==> src/rtl/c_comment_strip_minifier_unit_macros.svh <==
// Assertion macros used by the comment strip minifier top level.
`ifndef C_COMMENT_STRIP_MINIFIER_UNIT_MACROS_SVH
`define C_COMMENT_STRIP_MINIFIER_UNIT_MACROS_SVH

// Check a condition at every clock edge outside reset.
`define CMS_ASSERT_ALWAYS(label, expr) \
   label: assert property (@(posedge clock) disable iff (reset) (expr)) \
      else $error("cms invariant violated");

// Check that a trigger is followed by a consequence in the next cycle.
`define CMS_ASSERT_NEXT(label, trig, cons) \
   label: assert property (@(posedge clock) disable iff (reset) (trig) |=> (cons)) \
      else $error("cms sequence check violated");

`endif

==> src/rtl/cms_pkg.sv <==
// Types, character constants and judging function of the comment strip minifier.
package cms_pkg;

   localparam logic [7:0] CH_NL    = 8'h0A;
   localparam logic [7:0] CH_TAB   = 8'h09;
   localparam logic [7:0] CH_CR    = 8'h0D;
   localparam logic [7:0] CH_SPACE = 8'h20;
   localparam logic [7:0] CH_SLASH = 8'h2F;
   localparam logic [7:0] CH_STAR  = 8'h2A;
   localparam logic [7:0] CH_NUL   = 8'h00;

   localparam int OUT_DEPTH = 4;
   localparam int PTR_W     = $clog2(OUT_DEPTH);
   localparam int CNT_W     = $clog2(OUT_DEPTH + 1);

   typedef struct packed {
      logic swallow_next;
      logic block_cmt;
      logic in_line;
      logic after_space;
   } cms_flags_type;

   typedef struct packed {
      logic [7:0]    held_char;
      logic          held_valid;
      cms_flags_type flags;
   } cms_state_type;

   typedef struct packed {
      cms_flags_type flags;
      logic          emit;
      logic [7:0]    out_byte;
   } cms_judge_type;

   typedef struct packed {
      logic [7:0] out_byte;
      logic       last_out;
   } cms_word_type;

   typedef struct packed {
      logic         push_a;
      logic         push_b;
      cms_word_type word_a;
      cms_word_type word_b;
   } cms_push_type;

   typedef struct packed {
      logic [CNT_W-1:0] count;
      logic             room;
   } cms_fifo_status_type;

   function automatic logic is_ws(logic [7:0] c);
      return (c == CH_SPACE) || ((c >= CH_TAB) && (c <= CH_CR));
   endfunction

   function automatic logic is_punct(logic [7:0] c);
      return (c == 8'h28) || (c == 8'h29) || (c == 8'h7B) || (c == 8'h7D) ||
             (c == 8'h5B) || (c == 8'h5D) || (c == 8'h3B) || (c == 8'h2C) ||
             (c == 8'h2E);
   endfunction

   // Judge byte c against lookahead n; nv says whether a lookahead exists.
   function automatic cms_judge_type judge(cms_flags_type f, logic [7:0] c,
                                           logic [7:0] n, logic nv);
      cms_judge_type r;
      r.flags    = f;
      r.emit     = 1'b0;
      r.out_byte = c;
      if (f.swallow_next) begin
         r.flags.swallow_next = 1'b0;
      end else if (f.in_line) begin
         if (c == CH_NL) begin
            r.flags.in_line     = 1'b0;
            r.flags.after_space = 1'b1;
         end
      end else if (!f.block_cmt && c == CH_SLASH && nv && n == CH_SLASH) begin
         r.flags.in_line = 1'b1;
      end else if (!f.block_cmt && c == CH_SLASH && nv && n == CH_STAR) begin
         r.flags.block_cmt    = 1'b1;
         r.flags.swallow_next = 1'b1;
      end else if (f.block_cmt && c == CH_STAR && nv && n == CH_SLASH) begin
         r.flags.block_cmt    = 1'b0;
         r.flags.swallow_next = 1'b1;
      end else if (f.block_cmt) begin
         if (c == CH_NL) begin
            r.flags.after_space = 1'b1;
         end
      end else if (is_ws(c)) begin
         r.emit              = !f.after_space;
         r.out_byte          = CH_SPACE;
         r.flags.after_space = 1'b1;
      end else begin
         r.emit              = 1'b1;
         r.flags.after_space = is_punct(c);
      end
      return r;
   endfunction

endpackage

==> src/rtl/cms_if.sv <==
// Valid/ready channel interfaces for source bytes and minified result words.
interface cms_req_if;
   logic       valid;
   logic       ready;
   logic [7:0] in_byte;
   logic       end_of_stream;

   modport source (output valid, output in_byte, output end_of_stream, input ready);
   modport sink   (input valid, input in_byte, input end_of_stream, output ready);
endinterface

interface cms_rsp_if;
   logic       valid;
   logic       ready;
   logic [7:0] out_byte;
   logic       last_out;

   modport source (output valid, output out_byte, output last_out, input ready);
   modport sink   (input valid, input out_byte, input last_out, output ready);
endinterface

==> src/rtl/c_comment_strip_minifier_unit.sv <==
// C comment stripper and whitespace minifier top level.
//
// req_chan carries one source byte per word with an end_of_stream flag; rsp_chan
// carries minified bytes, last_out marking the final word caused by one input.
// Each byte is held back until the next one arrives, so its result word is
// written into the queue when the following byte is taken; a byte flagged
// end_of_stream is judged at once and its words are queued when it is taken.
// Throughput: one input word per cycle while req_chan.ready is high. An input
// causes zero, one or two words; the result side moves one word a cycle,
// while the receiver is ready, through a four-word queue with a single read
// port, so long runs of inputs that cause two words are limited by the result side.
// req_chan.ready is high while the queue has space for two words, so input is
// still taken while a result waits. When the receiver stalls the queue fills and
// ready drops; nothing is lost or duplicated.
// Synchronous reset empties the queue, drops the held byte, leaves comments and
// sets the start-of-line state; the block is ready in the cycle after reset.
`include "c_comment_strip_minifier_unit_macros.svh"
module c_comment_strip_minifier_unit (
   input  logic      clock,
   input  logic      reset,
   cms_req_if.sink   req_chan,
   cms_rsp_if.source rsp_chan
);
   import cms_pkg::*;

   cms_push_type        step_push;
   cms_state_type       step_state;
   cms_fifo_status_type fifo_status;
   logic                req_accept;
   logic                eos_accept;
   logic                byte_accept;
   logic                flush_ok;
   logic                held_valid;
   logic [7:0]          held_char;

   assign req_chan.ready = fifo_status.room & !reset;
   assign req_accept     = req_chan.valid & req_chan.ready;

   cms_step u_step (
      .clock         (clock),
      .reset         (reset),
      .accept        (req_accept),
      .in_byte       (req_chan.in_byte),
      .end_of_stream (req_chan.end_of_stream),
      .push          (step_push),
      .state         (step_state)
   );

   cms_out_fifo u_out_fifo (
      .clock    (clock),
      .reset    (reset),
      .push     (step_push),
      .rsp_chan (rsp_chan),
      .status   (fifo_status)
   );

   assign eos_accept  = req_accept & req_chan.end_of_stream;
   assign byte_accept = req_accept & !req_chan.end_of_stream;
   assign held_valid  = step_state.held_valid;
   assign held_char   = step_state.held_char;
   assign flush_ok    = !step_state.held_valid & step_state.flags.after_space &
                        !step_state.flags.in_line;

   `CMS_ASSERT_ALWAYS(a_count_bound, fifo_status.count <= CNT_W'(OUT_DEPTH))
   `CMS_ASSERT_NEXT(a_eos_flush, eos_accept, flush_ok)
   `CMS_ASSERT_NEXT(a_hold_byte, byte_accept, held_valid && (held_char == $past(req_chan.in_byte)))

endmodule

==> src/rtl/cms_step.sv <==
// Lookahead register and per-byte judging logic; yields up to two result words.
module cms_step (
   input  logic                  clock,
   input  logic                  reset,
   input  logic                  accept,
   input  logic [7:0]            in_byte,
   input  logic                  end_of_stream,
   output cms_pkg::cms_push_type push,
   output cms_pkg::cms_state_type state
);
   import cms_pkg::*;

   cms_state_type state_ff, state_in;
   cms_judge_type held_j, last_j;
   cms_flags_type mid_flags;
   logic          emit_held, emit_last;

   always_comb begin
      // Judge the held byte with the new byte as lookahead.
      held_j    = judge(state_ff.flags, state_ff.held_char, in_byte, 1'b1);
      emit_held = state_ff.held_valid & held_j.emit;
      mid_flags = state_ff.held_valid ? held_j.flags : state_ff.flags;
      // On end of stream judge the new byte with no lookahead.
      last_j    = judge(mid_flags, in_byte, CH_NUL, 1'b0);
      emit_last = end_of_stream & last_j.emit;

      if (end_of_stream) begin
         state_in.held_char          = CH_NUL;
         state_in.held_valid         = 1'b0;
         state_in.flags.swallow_next = 1'b0;
         state_in.flags.block_cmt    = last_j.flags.block_cmt;
         state_in.flags.in_line      = 1'b0;
         state_in.flags.after_space  = 1'b1;
      end else begin
         state_in.held_char  = in_byte;
         state_in.held_valid = 1'b1;
         state_in.flags      = mid_flags;
      end

      push.push_a          = accept & (emit_held | emit_last);
      push.push_b          = accept & emit_held & emit_last;
      push.word_a.out_byte = emit_held ? held_j.out_byte : last_j.out_byte;
      push.word_a.last_out = !(emit_held & emit_last);
      push.word_b.out_byte = last_j.out_byte;
      push.word_b.last_out = 1'b1;
   end

   always_ff @(posedge clock) begin
      if (reset) begin
         state_ff.held_char          <= CH_NUL;
         state_ff.held_valid         <= 1'b0;
         state_ff.flags.swallow_next <= 1'b0;
         state_ff.flags.block_cmt    <= 1'b0;
         state_ff.flags.in_line      <= 1'b0;
         state_ff.flags.after_space  <= 1'b1;
      end else if (accept) begin
         state_ff <= state_in;
      end
   end

   assign state = state_ff;

endmodule

==> src/rtl/cms_out_fifo.sv <==
// Small result word queue: takes up to two words a cycle, delivers one while the receiver is ready.
module cms_out_fifo (
   input  logic                         clock,
   input  logic                         reset,
   input  cms_pkg::cms_push_type        push,
   cms_rsp_if.source                    rsp_chan,
   output cms_pkg::cms_fifo_status_type status
);
   import cms_pkg::*;

   cms_word_type     mem [OUT_DEPTH];
   logic [PTR_W-1:0] wr_ptr_ff, wr_ptr_in, rd_ptr_ff, rd_ptr_in;
   logic [CNT_W-1:0] count_ff, count_in;
   logic             pop;
   cms_word_type     head;

   always_comb begin
      head              = mem[rd_ptr_ff];
      rsp_chan.valid    = (count_ff != '0);
      rsp_chan.out_byte = head.out_byte;
      rsp_chan.last_out = head.last_out;
      pop               = rsp_chan.valid & rsp_chan.ready;
      wr_ptr_in         = wr_ptr_ff + PTR_W'(push.push_a) + PTR_W'(push.push_b);
      rd_ptr_in         = rd_ptr_ff + PTR_W'(pop);
      count_in          = count_ff + CNT_W'(push.push_a) + CNT_W'(push.push_b)
                          - CNT_W'(pop);
      status.count      = count_ff;
      // Leave room for a two-word item regardless of this cycle's pop.
      status.room       = (count_ff <= CNT_W'(OUT_DEPTH - 2));
   end

   always_ff @(posedge clock) begin
      if (push.push_a) begin
         mem[wr_ptr_ff] <= push.word_a;
      end
      if (push.push_b) begin
         mem[wr_ptr_ff + PTR_W'(1)] <= push.word_b;
      end
   end

   always_ff @(posedge clock) begin
      if (reset) begin
         wr_ptr_ff <= '0;
         rd_ptr_ff <= '0;
         count_ff  <= '0;
      end else begin
         wr_ptr_ff <= wr_ptr_in;
         rd_ptr_ff <= rd_ptr_in;
         count_ff  <= count_in;
      end
   end

endmodule
==> src/flat_wrapper.sv <==
// flat-port wrapper written by rule: the top's interface ports become plain ports
module c_comment_strip_minifier_unit_flat import cms_pkg::*;
  (clock, reset, req_chan_valid, req_chan_in_byte, req_chan_end_of_stream, req_chan_ready, rsp_chan_valid, rsp_chan_out_byte, rsp_chan_last_out, rsp_chan_ready);
  cms_req_if req_chan_i ();
  cms_rsp_if rsp_chan_i ();
  input  logic clock;
  input  logic reset;
  input wire logic [$bits(req_chan_i.valid)-1:0] req_chan_valid;
  input wire logic [$bits(req_chan_i.in_byte)-1:0] req_chan_in_byte;
  input wire logic [$bits(req_chan_i.end_of_stream)-1:0] req_chan_end_of_stream;
  output wire logic [$bits(req_chan_i.ready)-1:0] req_chan_ready;
  output wire logic [$bits(rsp_chan_i.valid)-1:0] rsp_chan_valid;
  output wire logic [$bits(rsp_chan_i.out_byte)-1:0] rsp_chan_out_byte;
  output wire logic [$bits(rsp_chan_i.last_out)-1:0] rsp_chan_last_out;
  input wire logic [$bits(rsp_chan_i.ready)-1:0] rsp_chan_ready;
  assign req_chan_i.valid = req_chan_valid;
  assign req_chan_i.in_byte = req_chan_in_byte;
  assign req_chan_i.end_of_stream = req_chan_end_of_stream;
  assign req_chan_ready = req_chan_i.ready;
  assign rsp_chan_valid = rsp_chan_i.valid;
  assign rsp_chan_out_byte = rsp_chan_i.out_byte;
  assign rsp_chan_last_out = rsp_chan_i.last_out;
  assign rsp_chan_i.ready = rsp_chan_ready;
  c_comment_strip_minifier_unit u_core (.clock(clock), .reset(reset), .req_chan(req_chan_i), .rsp_chan(rsp_chan_i));
endmodule
==> config.mk <==
export PLATFORM = sky130hd
export DESIGN_NAME = c_comment_strip_minifier_unit_flat
export DESIGN_NICKNAME = d
export VERILOG_FILES = /design/src/rtl/cms_pkg.sv /design/src/rtl/cms_if.sv /design/src/rtl/c_comment_strip_minifier_unit.sv /design/src/rtl/cms_step.sv /design/src/rtl/cms_out_fifo.sv /design/src/flat_wrapper.sv
export VERILOG_INCLUDE_DIRS = /design/src /design/src/rtl
export SDC_FILE = /design/constraint.sdc
export NUM_CORES = 1
export LEC_CHECK = 0
export ABC_AREA = 1
export BUFFER_PORTS_ARGS = -buffer_cell sky130_fd_sc_hd__buf_2
export CORE_MARGIN = 3
export CORE_UTILIZATION = 60
export CTS_CLUSTER_SIZE = 24
export DETAILED_ROUTE_END_ITERATION = 10
export PLACE_DENSITY = 0.84
export SLEW_MARGIN = 20
export SYNTH_ARGS = -nofsm -noshare
export SYNTH_HDL_FRONTEND = slang
export SYNTH_SLANG_ARGS = --single-unit
==> constraint.sdc <==
create_clock -name clock -period 8.85 [get_ports clock]
set_clock_uncertainty 0.05 [all_clocks]
set_input_delay 1.77 -clock clock [delete_from_list [all_inputs] [get_ports clock]]
set_output_delay 1.77 -clock clock [all_outputs]
set_load 0.01 [all_outputs]
==> Word level (Yosys, flattened, before mapping) <==
Memories as Yosys holds them, arrays and structs flattened. A register that Yosys moved wholly into a read port is not among the register bits.
Cells that the tools add are included.
{ "op_classes": {"n_bitwise": 10, "n_reduce_logical": 31, "mux": 31, "n_lt_le_gt_ge": 5, "n_eq_ne": 25, "addsub": 7} }
{ "ops": {"columns": ["cell", "count"], "rows": [
  ["$eq A8 B6 Y1 const B", 16],
  ["$eq A8 B7 Y1 const B", 8],
  ["$mux W9", 5],
  ["$mux W10", 3],
  ["$mux W8", 3],
  ["$logic_or A1 B1 Y1", 18],
  ["$mux W2", 9],
  ["$ge A8 B4 Y1 const B", 2],
  ["$le A8 B4 Y1 const B", 2],
  ["$mux W13", 1],
  ["$mux W12", 1],
  ["$and A1 B1 Y1", 9],
  ["$eq A8 B4 Y1 const B", 1],
  ["$mux W1", 8],
  ["$logic_and A1 B1 Y1", 7],
  ["$add A2 B1 Y2", 3],
  ["$add A3 B1 Y3", 2],
  ["$logic_not A1 Y1", 5],
  ["$mux W4", 1],
  ["$le A3 B2 Y1 const B", 1],
  ["$reduce_bool A3 Y1", 1],
  ["$sub A3 B1 Y3", 1],
  ["$add A2 B1 Y2 const B", 1],
  ["$or A1 B1 Y1", 1]
]} }
{ "totals": {"out_inout_bits": 11, "n_memories": 1, "register_bits": 20, "input_bits": 13, "ram_bits": 36} }
{ "mem_list": {"columns": ["memory", "depth", "word_bits", "read_ports", "rd_clocked_by_memory_dff", "wr", "line", "source"], "rows": [
  ["u_core.u_out_fifo.mem", 4, 9, 1, 1, 2, "cms_out_fifo.sv:11", "cms_word_type mem [OUT_DEPTH];"]
]} }

==> Logic depth before layout (Yosys ltp) <==
Gate-level depths: netlist (run 1).
{ "depth": {"depth_word": 28, "depth_mapped": 20} }

==> Cells and area by module <==
Synthesis (run 1) repeated with hierarchy kept, for this count alone.
{ "hier_totals": {"cells_unflattened": 546, "hier_area_um2": 3883.7} }
{ "by_module_without_submodules": {"columns": ["mod", "instances", "seq_area_each_um2", "cells_per_inst", "area_per_inst_um2"], "rows": [
  ["cms_out_fifo", 1, 1221.2, 317, 2565.0],
  ["cms_step", 1, 260.2, 224, 1295.0],
  ["c_comment_strip_minifier_unit", 1, 0.0, 5, 23.8]
]} }

==> Worst setup path after synthesis (run 1) <==
OpenSTA, ideal clock, no wires.
{ "synth_path": {"kind": "input to register", "startpoint": "input req_chan_in_byte[6]", "endpoint": "register u_core.u_out_fifo.count_ff[2]", "path_slack_ns": 4.327, "arrival_time_ns": 4.345, "cell_stages": 16, "t_required_ns": 8.672, "cell_sequence": "nor2_1 -> nand3_2 -> nor2_4 -> a21oi_2 -> a21boi_4 -> nand2_4 -> nor2_4 -> nand2_2 -> a21oi_2 -> inv_1 -> ha_1 -> inv_1 -> fa_1 -> fa_1 -> xor2_1 -> nor2_1"} }
{ "synth_between": {"elab_chain_cells": 19} }
{ "synth_rtl": {"columns": ["element", "line", "source"], "rows": [
  ["start: declaration", "flat_wrapper.sv:9", "input wire logic [$bits(req_chan_i.in_byte)-1:0] req_chan_in_byte;"],
  ["$eq A8 B6 Y1", null, null],
  ["$logic_and A1 B1 Y1", "cms_pkg.sv:81", "end else if (f.block_cmt && c == CH_STAR && nv && n == CH_SLASH) begin"],
  ["$mux W10", "cms_pkg.sv:81", null],
  ["$mux W10", "cms_pkg.sv:78", "end else if (!f.block_cmt && c == CH_SLASH && nv && n == CH_STAR) begin"],
  ["$mux W10", "cms_pkg.sv:76", "end else if (!f.block_cmt && c == CH_SLASH && nv && n == CH_SLASH) begin"],
  ["$mux W2", "cms_pkg.sv:71", "end else if (f.in_line) begin"],
  ["$mux W12", "cms_pkg.sv:69", "if (f.swallow_next) begin"],
  ["$mux W4", "cms_step.sv:22", "mid_flags = state_ff.held_valid ? held_j.flags : state_ff.flags;"],
  ["[3 not listed]", null, null],
  ["$mux W9", "cms_pkg.sv:71", null],
  ["$mux W9", "cms_pkg.sv:69", null],
  ["$and A1 B1 Y1", "cms_step.sv:25", "emit_last = end_of_stream & last_j.emit;"],
  ["$or A1 B1 Y1", "cms_step.sv:40", "push.push_a = accept & (emit_held | emit_last);"],
  ["$and A1 B1 Y1", "cms_step.sv:40", null],
  ["$add A3 B1 Y3", "cms_out_fifo.sv:25", "count_in = count_ff + CNT_W'(push.push_a) + CNT_W'(push.push_b)"],
  ["$add A3 B1 Y3 *", "cms_out_fifo.sv:25", null],
  ["$sub A3 B1 Y3 *", "cms_out_fifo.sv:26", "- CNT_W'(pop);"],
  ["end signal: assignment", "cms_out_fifo.sv:49", "count_ff <= count_in;"],
  ["end: declaration", "cms_out_fifo.sv:13", "logic [CNT_W-1:0] count_ff, count_in;"]
]} }
Mark *: on every way between the ends. The rest lies on a longest branch, timed or not.
A chain may end at the register's enable or synchronous reset.

==> Worst setup path in the final report (run 1) <==
Ends and elaborated chain as after synthesis.

==> impl_metrics.csv, run 1 <==
group,metric,value,unit
clock_network,numCtsBuffers,5,
yosys,syn_area,3530,um2
yosys,synth_area_leaders,"edfxtp_1, dfxtp_1, nand2_1",
yosys,yosysUniqueCellTypes,39,
clock_network,insertion_delay,0.31,ns
pwr,p_sw,248,uW
global_routing,grt_pass1_vias,2818,
timing,worst_pin_slew,0.796,ns
yosys,synth_edf_count,32,
timing,whs,0.421,ns
drt,antenna_left,0,
pwr,internal_power,438,uW
placed_design,dp_hpwl,5.84,mm
die,die_h,82.8,um
setup_path,start_kind,"primary input",
clock_network,cts.sinks,56,
placed_design,dp_slack,3.83,ns
global_routing,grt_pass1_wl,13.0,mm
clock_network,cts_tree,"done",
yosys,syn_nets,453,
timing,setup_viol,0,
yosys,synthCells,434,
clock_network,cts_setup_buffers,0,
clock_network,hold_buffers,0,
yosys,yosysMostFrequentCell,"nand2_1",
layout,drive_gt1_share,20.8,%
die,rows,27,
drt,wl_met1,3.38,mm
layout,finalNonFillerCells,524,
drt,drt_iter0_drc,279,
drt,wl_met3,448,um
drt,first_pass_iters,5,
drt,via_per_inst,5.76,
yosys,netlist.area_leader.share,27.2,%
setup_path,path_max_fanout,8,
clock_network,cts-root-buf,"clkbuf_8",
global_routing,track_usage,25.3,%
yosys,synth_ff_type,"edfxtp_1",
yosys,synth_largest_area_cell,"edfxtp_1",
timing,setup_tns,0,ns
clock_network,clock_path_buffers,2,
layout,diodes,0,
timing,rsz0062_at_grt,"false",
die,io_pins,24,
clock_network,htree_num_levels,2,
setup_path,cp.arrival,4.86,ns
clock_network,cts_resized,0,
layout,nets,470,
yosys,yosysSeqAreaShare,40.8,%
drt,dr.max_layer_used,"met4",
layout,area_growth_syn_to_layout,6.16,%
pwr,comb_power_share,31.8,%
placed_design,dp_cells,516,
placed_design,gp_congestion,0.910,
setup_path,critPathKind,"primary input to flop",
outcome,status,"completed",
setup_path,crit_required,9.00,ns
pwr,clkPwrFrac,21.5,%
die,initial_core_util,63.0,%
timing,fmax,0.212,GHz
drt,drt-total-wl,7.93,mm
hold_path,min_path_type,"flop to flop",
die,die_area,6850,um2
drt,drc,0,
pwr,leakagePower,0.00152,uW
timing,finalWorstSetupSlack,4.14,ns
pwr,p_sw_share,36.2,%
timing,max_slew_margin,46.8,%
drt,wl_per_cell,15.1,um
yosys,ys_warn_count,0,
global_routing,gr-total-overflow,0,
global_routing,antenna_found_initial,0,
pwr,powerDensity,183,nW/um2
timing,finalCritPeriodShare,53.2,%
drt,dr_total_vias,3017,
yosys,synth-seq-cells,56,
yosys,syn_area_per_cell,8.14,um2
pwr,peakVddDrop,115,uV
pwr,p_total,686,uW
job,maxCapViolCount,0,
setup_path,cp-end-kind,"flop",
die,core,5610,um2
yosys,ys_top_cells_by_count,"nand2_1, nor2_1, inv_1",
drt,routed-wl-met2,3.86,mm
timing,drv_slew,0,
timing,period_minus_slack,4.71,ns
global_routing,grt_max_degree,21,
pwr,seqPwrFrac,46.7,%
die,die_x,82.8,um
timing,finalHoldViolations,0,
clock_network,path_clk_slew,0.10,ns
yosys,synthArstFlopShare,0,%
placed_design,io_buffers,23,
-- cells in the final DEF (no fill, tap or decap), drive strengths merged --
cell type,count
a21oi,17
nand3,32
buf,23
nand2,102
inv,55
dfxtp,24
nor4,1
edfxtp,32
nand4,8
xnor2,1
nor2,64
fa,3
a21boi,2
xor2,2
a2bb2oi,1
nor3,4
ha,3
clkinv,2
o21ai,41
clkbuf,7
o22ai,26
or2,1
nand3b,1
-- sequential cells by signal (all words and copies together), names as in the netlist --
signal,cells
u_core.u_out_fifo.rd_ptr_ff,2
u_core.u_out_fifo.count_ff,3
u_core.u_out_fifo.wr_ptr_ff,2
u_core.u_step.state,13
u_core.u_out_fifo.mem,36
-- power groups by stage --
stage | clock network, uW | logic, uW | registers [uW]
2_1_floorplan | 0 | 167 | 310
3_3_place_gp | 0 | 211 | 325
3_5_place_dp | 0 | 218 | 326
4_1_cts | 149 | 219 | 320
5_1_grt | 158 | 248 | 324
6_report | 147 | 218 | 321
-- final timing paths --
check | slack [ns] | to | cells after the start | from
setup / recovery | 4.14 | u_core.u_out_fifo.count_ff[2]$_SDFF_PP0_ | 17 | req_chan_in_byte[6]
hold / removal | 0.42 | u_core.u_out_fifo.mem[2][0]$_SDFFE_PP1P_ | 2 | u_core.u_out_fifo.mem[2][0]$_SDFFE_PP1P_
hold reg to reg | 0.42 | u_core.u_out_fifo.mem[2][0]$_SDFFE_PP1P_ | 2 | u_core.u_out_fifo.mem[2][0]$_SDFFE_PP1P_
setup reg to reg | 5.27 | u_core.u_out_fifo.count_ff[2]$_SDFF_PP0_ | 17 | u_core.u_step.state[6]$_SDFFE_PP0P_
-- stage by stage --
stage	utilization (%)	instance area, um2
global route	66.9	3750
CTS	66.9	3750
floorplan	-	3530
global placement	65.2	3660
finish	66.9	3750
detailed placement	65.2	3660
-- logic make-up after synthesis --
family / count (synthesis) / synth area share (%)
flops: 56 / 40.8
fa+ha+maj: 6 / 2.76
buf+inv: 69 / 8.50
simple gates: 213 / 30.7
xor+xnor: 3 / 0.743
compound gates: 87 / 16.6
-- worst max-delay path, cell delays in order --
cell      delay [ns]
buf_2           0.14
nor2_1          0.17
nand3_2         0.13
nor2_4          0.16
a21oi_2         0.12
a21boi_4        0.22
nand2_4         0.07
nor2_4          0.12
nand2_2         0.10
a21oi_2         0.37
inv_1           0.14
ha_1            0.30
inv_1           0.05
fa_1            0.41
fa_1            0.39
xor2_1          0.14
nor2_1          0.05
-- final cells by class --
class	instances	area, um2
fill	469	1860
multi-input combinational	309	1790
sequential	56	1440
inverter	56	218
timing repair buffer	23	115
tap	72	90.1
clock buffer	7	86.3
clock inverter	1	8.76
-- per-layer routing --
layer,vias up,global-route usage [%]
li1,1483,-
met1,1408,31.9
met2,103,42.3
met3,23,4.45
met4,0,11.6
met5,-,0
No activity file was read; power rests on OpenSTA's default activity.
==> run 2: changes to the inputs <==
Settings changed: ABC_AREA 1 to 0.
Clock period 8.85 ns to 4.8 ns, I/O delays scaled along.
==> impl_metrics.csv, run 2 <==
group,metric,value,unit
global_routing,grt_pass1_wl,14.6,mm
timing,fmax,0.254,GHz
layout,largest_register,"u_core.u_out_fifo.mem",
layout,area_growth_syn_to_layout,4.50,%
global_routing,grt.met2_usage,42.8,%
drt,first_pass_iters,5,
die,die_h,84.5,um
layout,final_cell_mix,"nor2_1, edfxtp_1, dfxtp_1",
clock_network,insertion_delay,0.32,ns
die,initial_core_util,64.4,%
timing,setup_tns,0,ns
die,die_x,84.5,um
setup_path,cp.arrival,4.10,ns
yosys,synthCells,381,
clock_network,cts_setup_buffers,0,
setup_path,path_max_fanout,7,
layout,final_common_cell,"nor2_1",
placed_design,gp_congestion,0.975,
yosys,yosysMostFrequentCell,"nor2_1",
clock_network,cts_resized,0,
yosys,netlist.area_leader.share,26.0,%
yosys,ys_top_cells_by_count,"nor2_1, edfxtp_1, dfxtp_1",
timing,finalHoldViolations,0,
yosys,synthArstFlopShare,0,%
global_routing,grt_pass1_vias,2789,
timing,worst_pin_slew,0.822,ns
yosys,synth_edf_count,32,
pwr,p_total,1270,uW
die,core,5740,um2
clock_network,cts.sinks,56,
setup_path,r2r-start,"u_core.u_step.state[10]$_SDFFE_PP0P_",
layout,diodes,0,
setup_path,critPathKind,"primary input to flop",
placed_design,dp_slack,0.537,ns
yosys,yosys.area_share.adder,2.64,%
layout,utilization,67.3,%
drt,dr_total_vias,3162,
hold_path,min_path_type,"flop to flop",
yosys,syn_area,3700,um2
yosys,synthXorXnorAreaFrac,1.15,%
global_routing,grt_max_degree,32,
timing,finalCritPeriodShare,82.1,%
die,io_pins,24,
yosys,synth-seq-cells,56,
layout,fillCellCount,452,
clock_network,path_clk_slew,0.10,ns
yosys,syn_nets,400,
yosys,synth_top_family_by_area,"compound AO/OA/AOI/OAI gates",
drt,drt_iter0_drc,552,
drt,wl_per_cell,19.6,um
clock_network,numCtsBuffers,5,
layout,nets,403,
yosys,muxShareOfSynthArea,5.48,%
setup_path,cp-end-kind,"flop",
placed_design,io_buffers,23,
pwr,leakagePower,0.00126,uW
pwr,powerDensity,329,nW/um2
timing,finalWorstSetupSlack,0.859,ns
placed_design,dp_hpwl,6.67,mm
yosys,synth-compound-area-share,23.4,%
timing,drv_slew,0,
yosys,yosysUniqueCellTypes,79,
layout,largest_reg_flops,36,
clock_network,cts-root-buf,"clkbuf_8",
global_routing,top_usage_layer,"met2",
drt,via_per_inst,6.92,
die,die_area,7140,um2
global_routing,gr-total-overflow,0,
clock_network,htree_num_levels,2,
global_routing,met3_usage,4.42,%
timing,max_slew_margin,45.2,%
yosys,yosysSeqAreaShare,39.0,%
die,rows,27,
yosys,yosys.area_share.simple,21.8,%
timing,rsz0062_at_grt,"false",
timing,setup_viol,0,
yosys,synth_largest_area_cell,"edfxtp_1",
global_routing,track_usage,25.4,%
clock_network,clock_path_buffers,2,
drt,drc,0,
setup_path,crit_required,4.95,ns
layout,drive_gt1_share,18.4,%
global_routing,grtUsageMet1,34.3,%
yosys,synth_area_leaders,"edfxtp_1, dfxtp_1, mux4_2",
clock_network,hold_buffers,0,
timing,period_minus_slack,3.94,ns
yosys,synth_ff_type,"edfxtp_1",
yosys,syn_area_per_cell,9.71,um2
setup_path,cp-startpoint,"req_chan_in_byte[4]",
yosys,ys_warn_count,0,
global_routing,antenna_found_initial,0,
hold_path,hp-start,"u_core.u_out_fifo.mem[3][0]$_SDFFE_PP1P_",
clock_network,cts_tree,"done",
job,maxCapViolCount,0,
drt,antenna_left,0,
outcome,status,"completed",
setup_path,start_kind,"primary input",
pwr,peakVddDrop,342,uV
drt,drt-total-wl,8.95,mm
==> run 2: changes by cell type after synthesis, sizes merged, moves of 9 or more <==
cell,change
mux4,+9
o21ai,-20
nand2,-80
nand3,-18
nor2,-21
nor3,+12
o22ai,-19
buf,+12
inv,-37
==> run 2: area by class of cell <==
type / count / area, um2 / share of cell area, %
tap: 72 / 90.1 / 2.33
clock buffer: 5 / 68.8 / 1.78
multi-input combinational: 275 / 2020 / 52.2
clock inverter: 3 / 27.5 / 0.712
inverter: 18 / 67.6 / 1.75
timing repair buffer: 28 / 153 / 3.95
sequential: 56 / 1440 / 37.3
==> run 2: where the power goes <==
part	internal (uW)	switching (uW)	leakage, uW
clock	107	167	0.0000463
sequential	538	57.9	0.000463
combinational	178	224	0.000756
total	824	449	0.00126
==> run 2: cell families after synthesis <==
group           Yosys count
compound gates          111
xor+xnor                  4
fa+ha+maj                 6
buf+inv                  50
flops                    56
mux                       9
simple gates            145
==> run 2: per-layer routing <==
| metal | share of wire [%] | up-vias |
|---|---|---|
| li1 | - | 1460 |
| met1 | 41 | 1495 |
| met2 | 48 | 181 |
| met3 | 8.6 | 26 |
| met4 | 1.9 | 0 |
| met5 | 0 | - |
==> run 2: critical path, cell delays in order <==
cell      delay (ns)
buf_2           0.14
nor3_1          0.49
nand4_4         0.27
o31a_4          0.38
o21ai_4         0.21
a211oi_4        0.05
o21ai_0         0.35
ha_1            0.20
inv_1           0.05
fa_1            0.40
fa_1            0.38
xor2_1          0.14
nor2_1          0.05
==> run 2: path summary, 6_finish.rpt <==
| path | slack, ns | to | depth (start not counted) |
|---|---|---|---|
| hold reg to reg | 0.47 | u_core.u_out_fifo.mem[3][0]$_SDFFE_PP1P_ | 2 |
| setup reg to reg | 1.11 | u_core.u_out_fifo.count_ff[2]$_SDFF_PP0_ | 12 |
| hold / removal | 0.47 | u_core.u_out_fifo.mem[3][0]$_SDFFE_PP1P_ | 2 |
| setup / recovery | 0.86 | u_core.u_out_fifo.count_ff[2]$_SDFF_PP0_ | 13 |
==> run 2: through the flow <==
stage               hold slack, ns  area (um2)  instances
floorplan                    0.403        3700        381
global placement             0.437        3770        449
detailed placement           0.448        3770        449
CTS                          0.465        3870        457
global route                 0.505        3870        457
finish                       0.472        3870        457
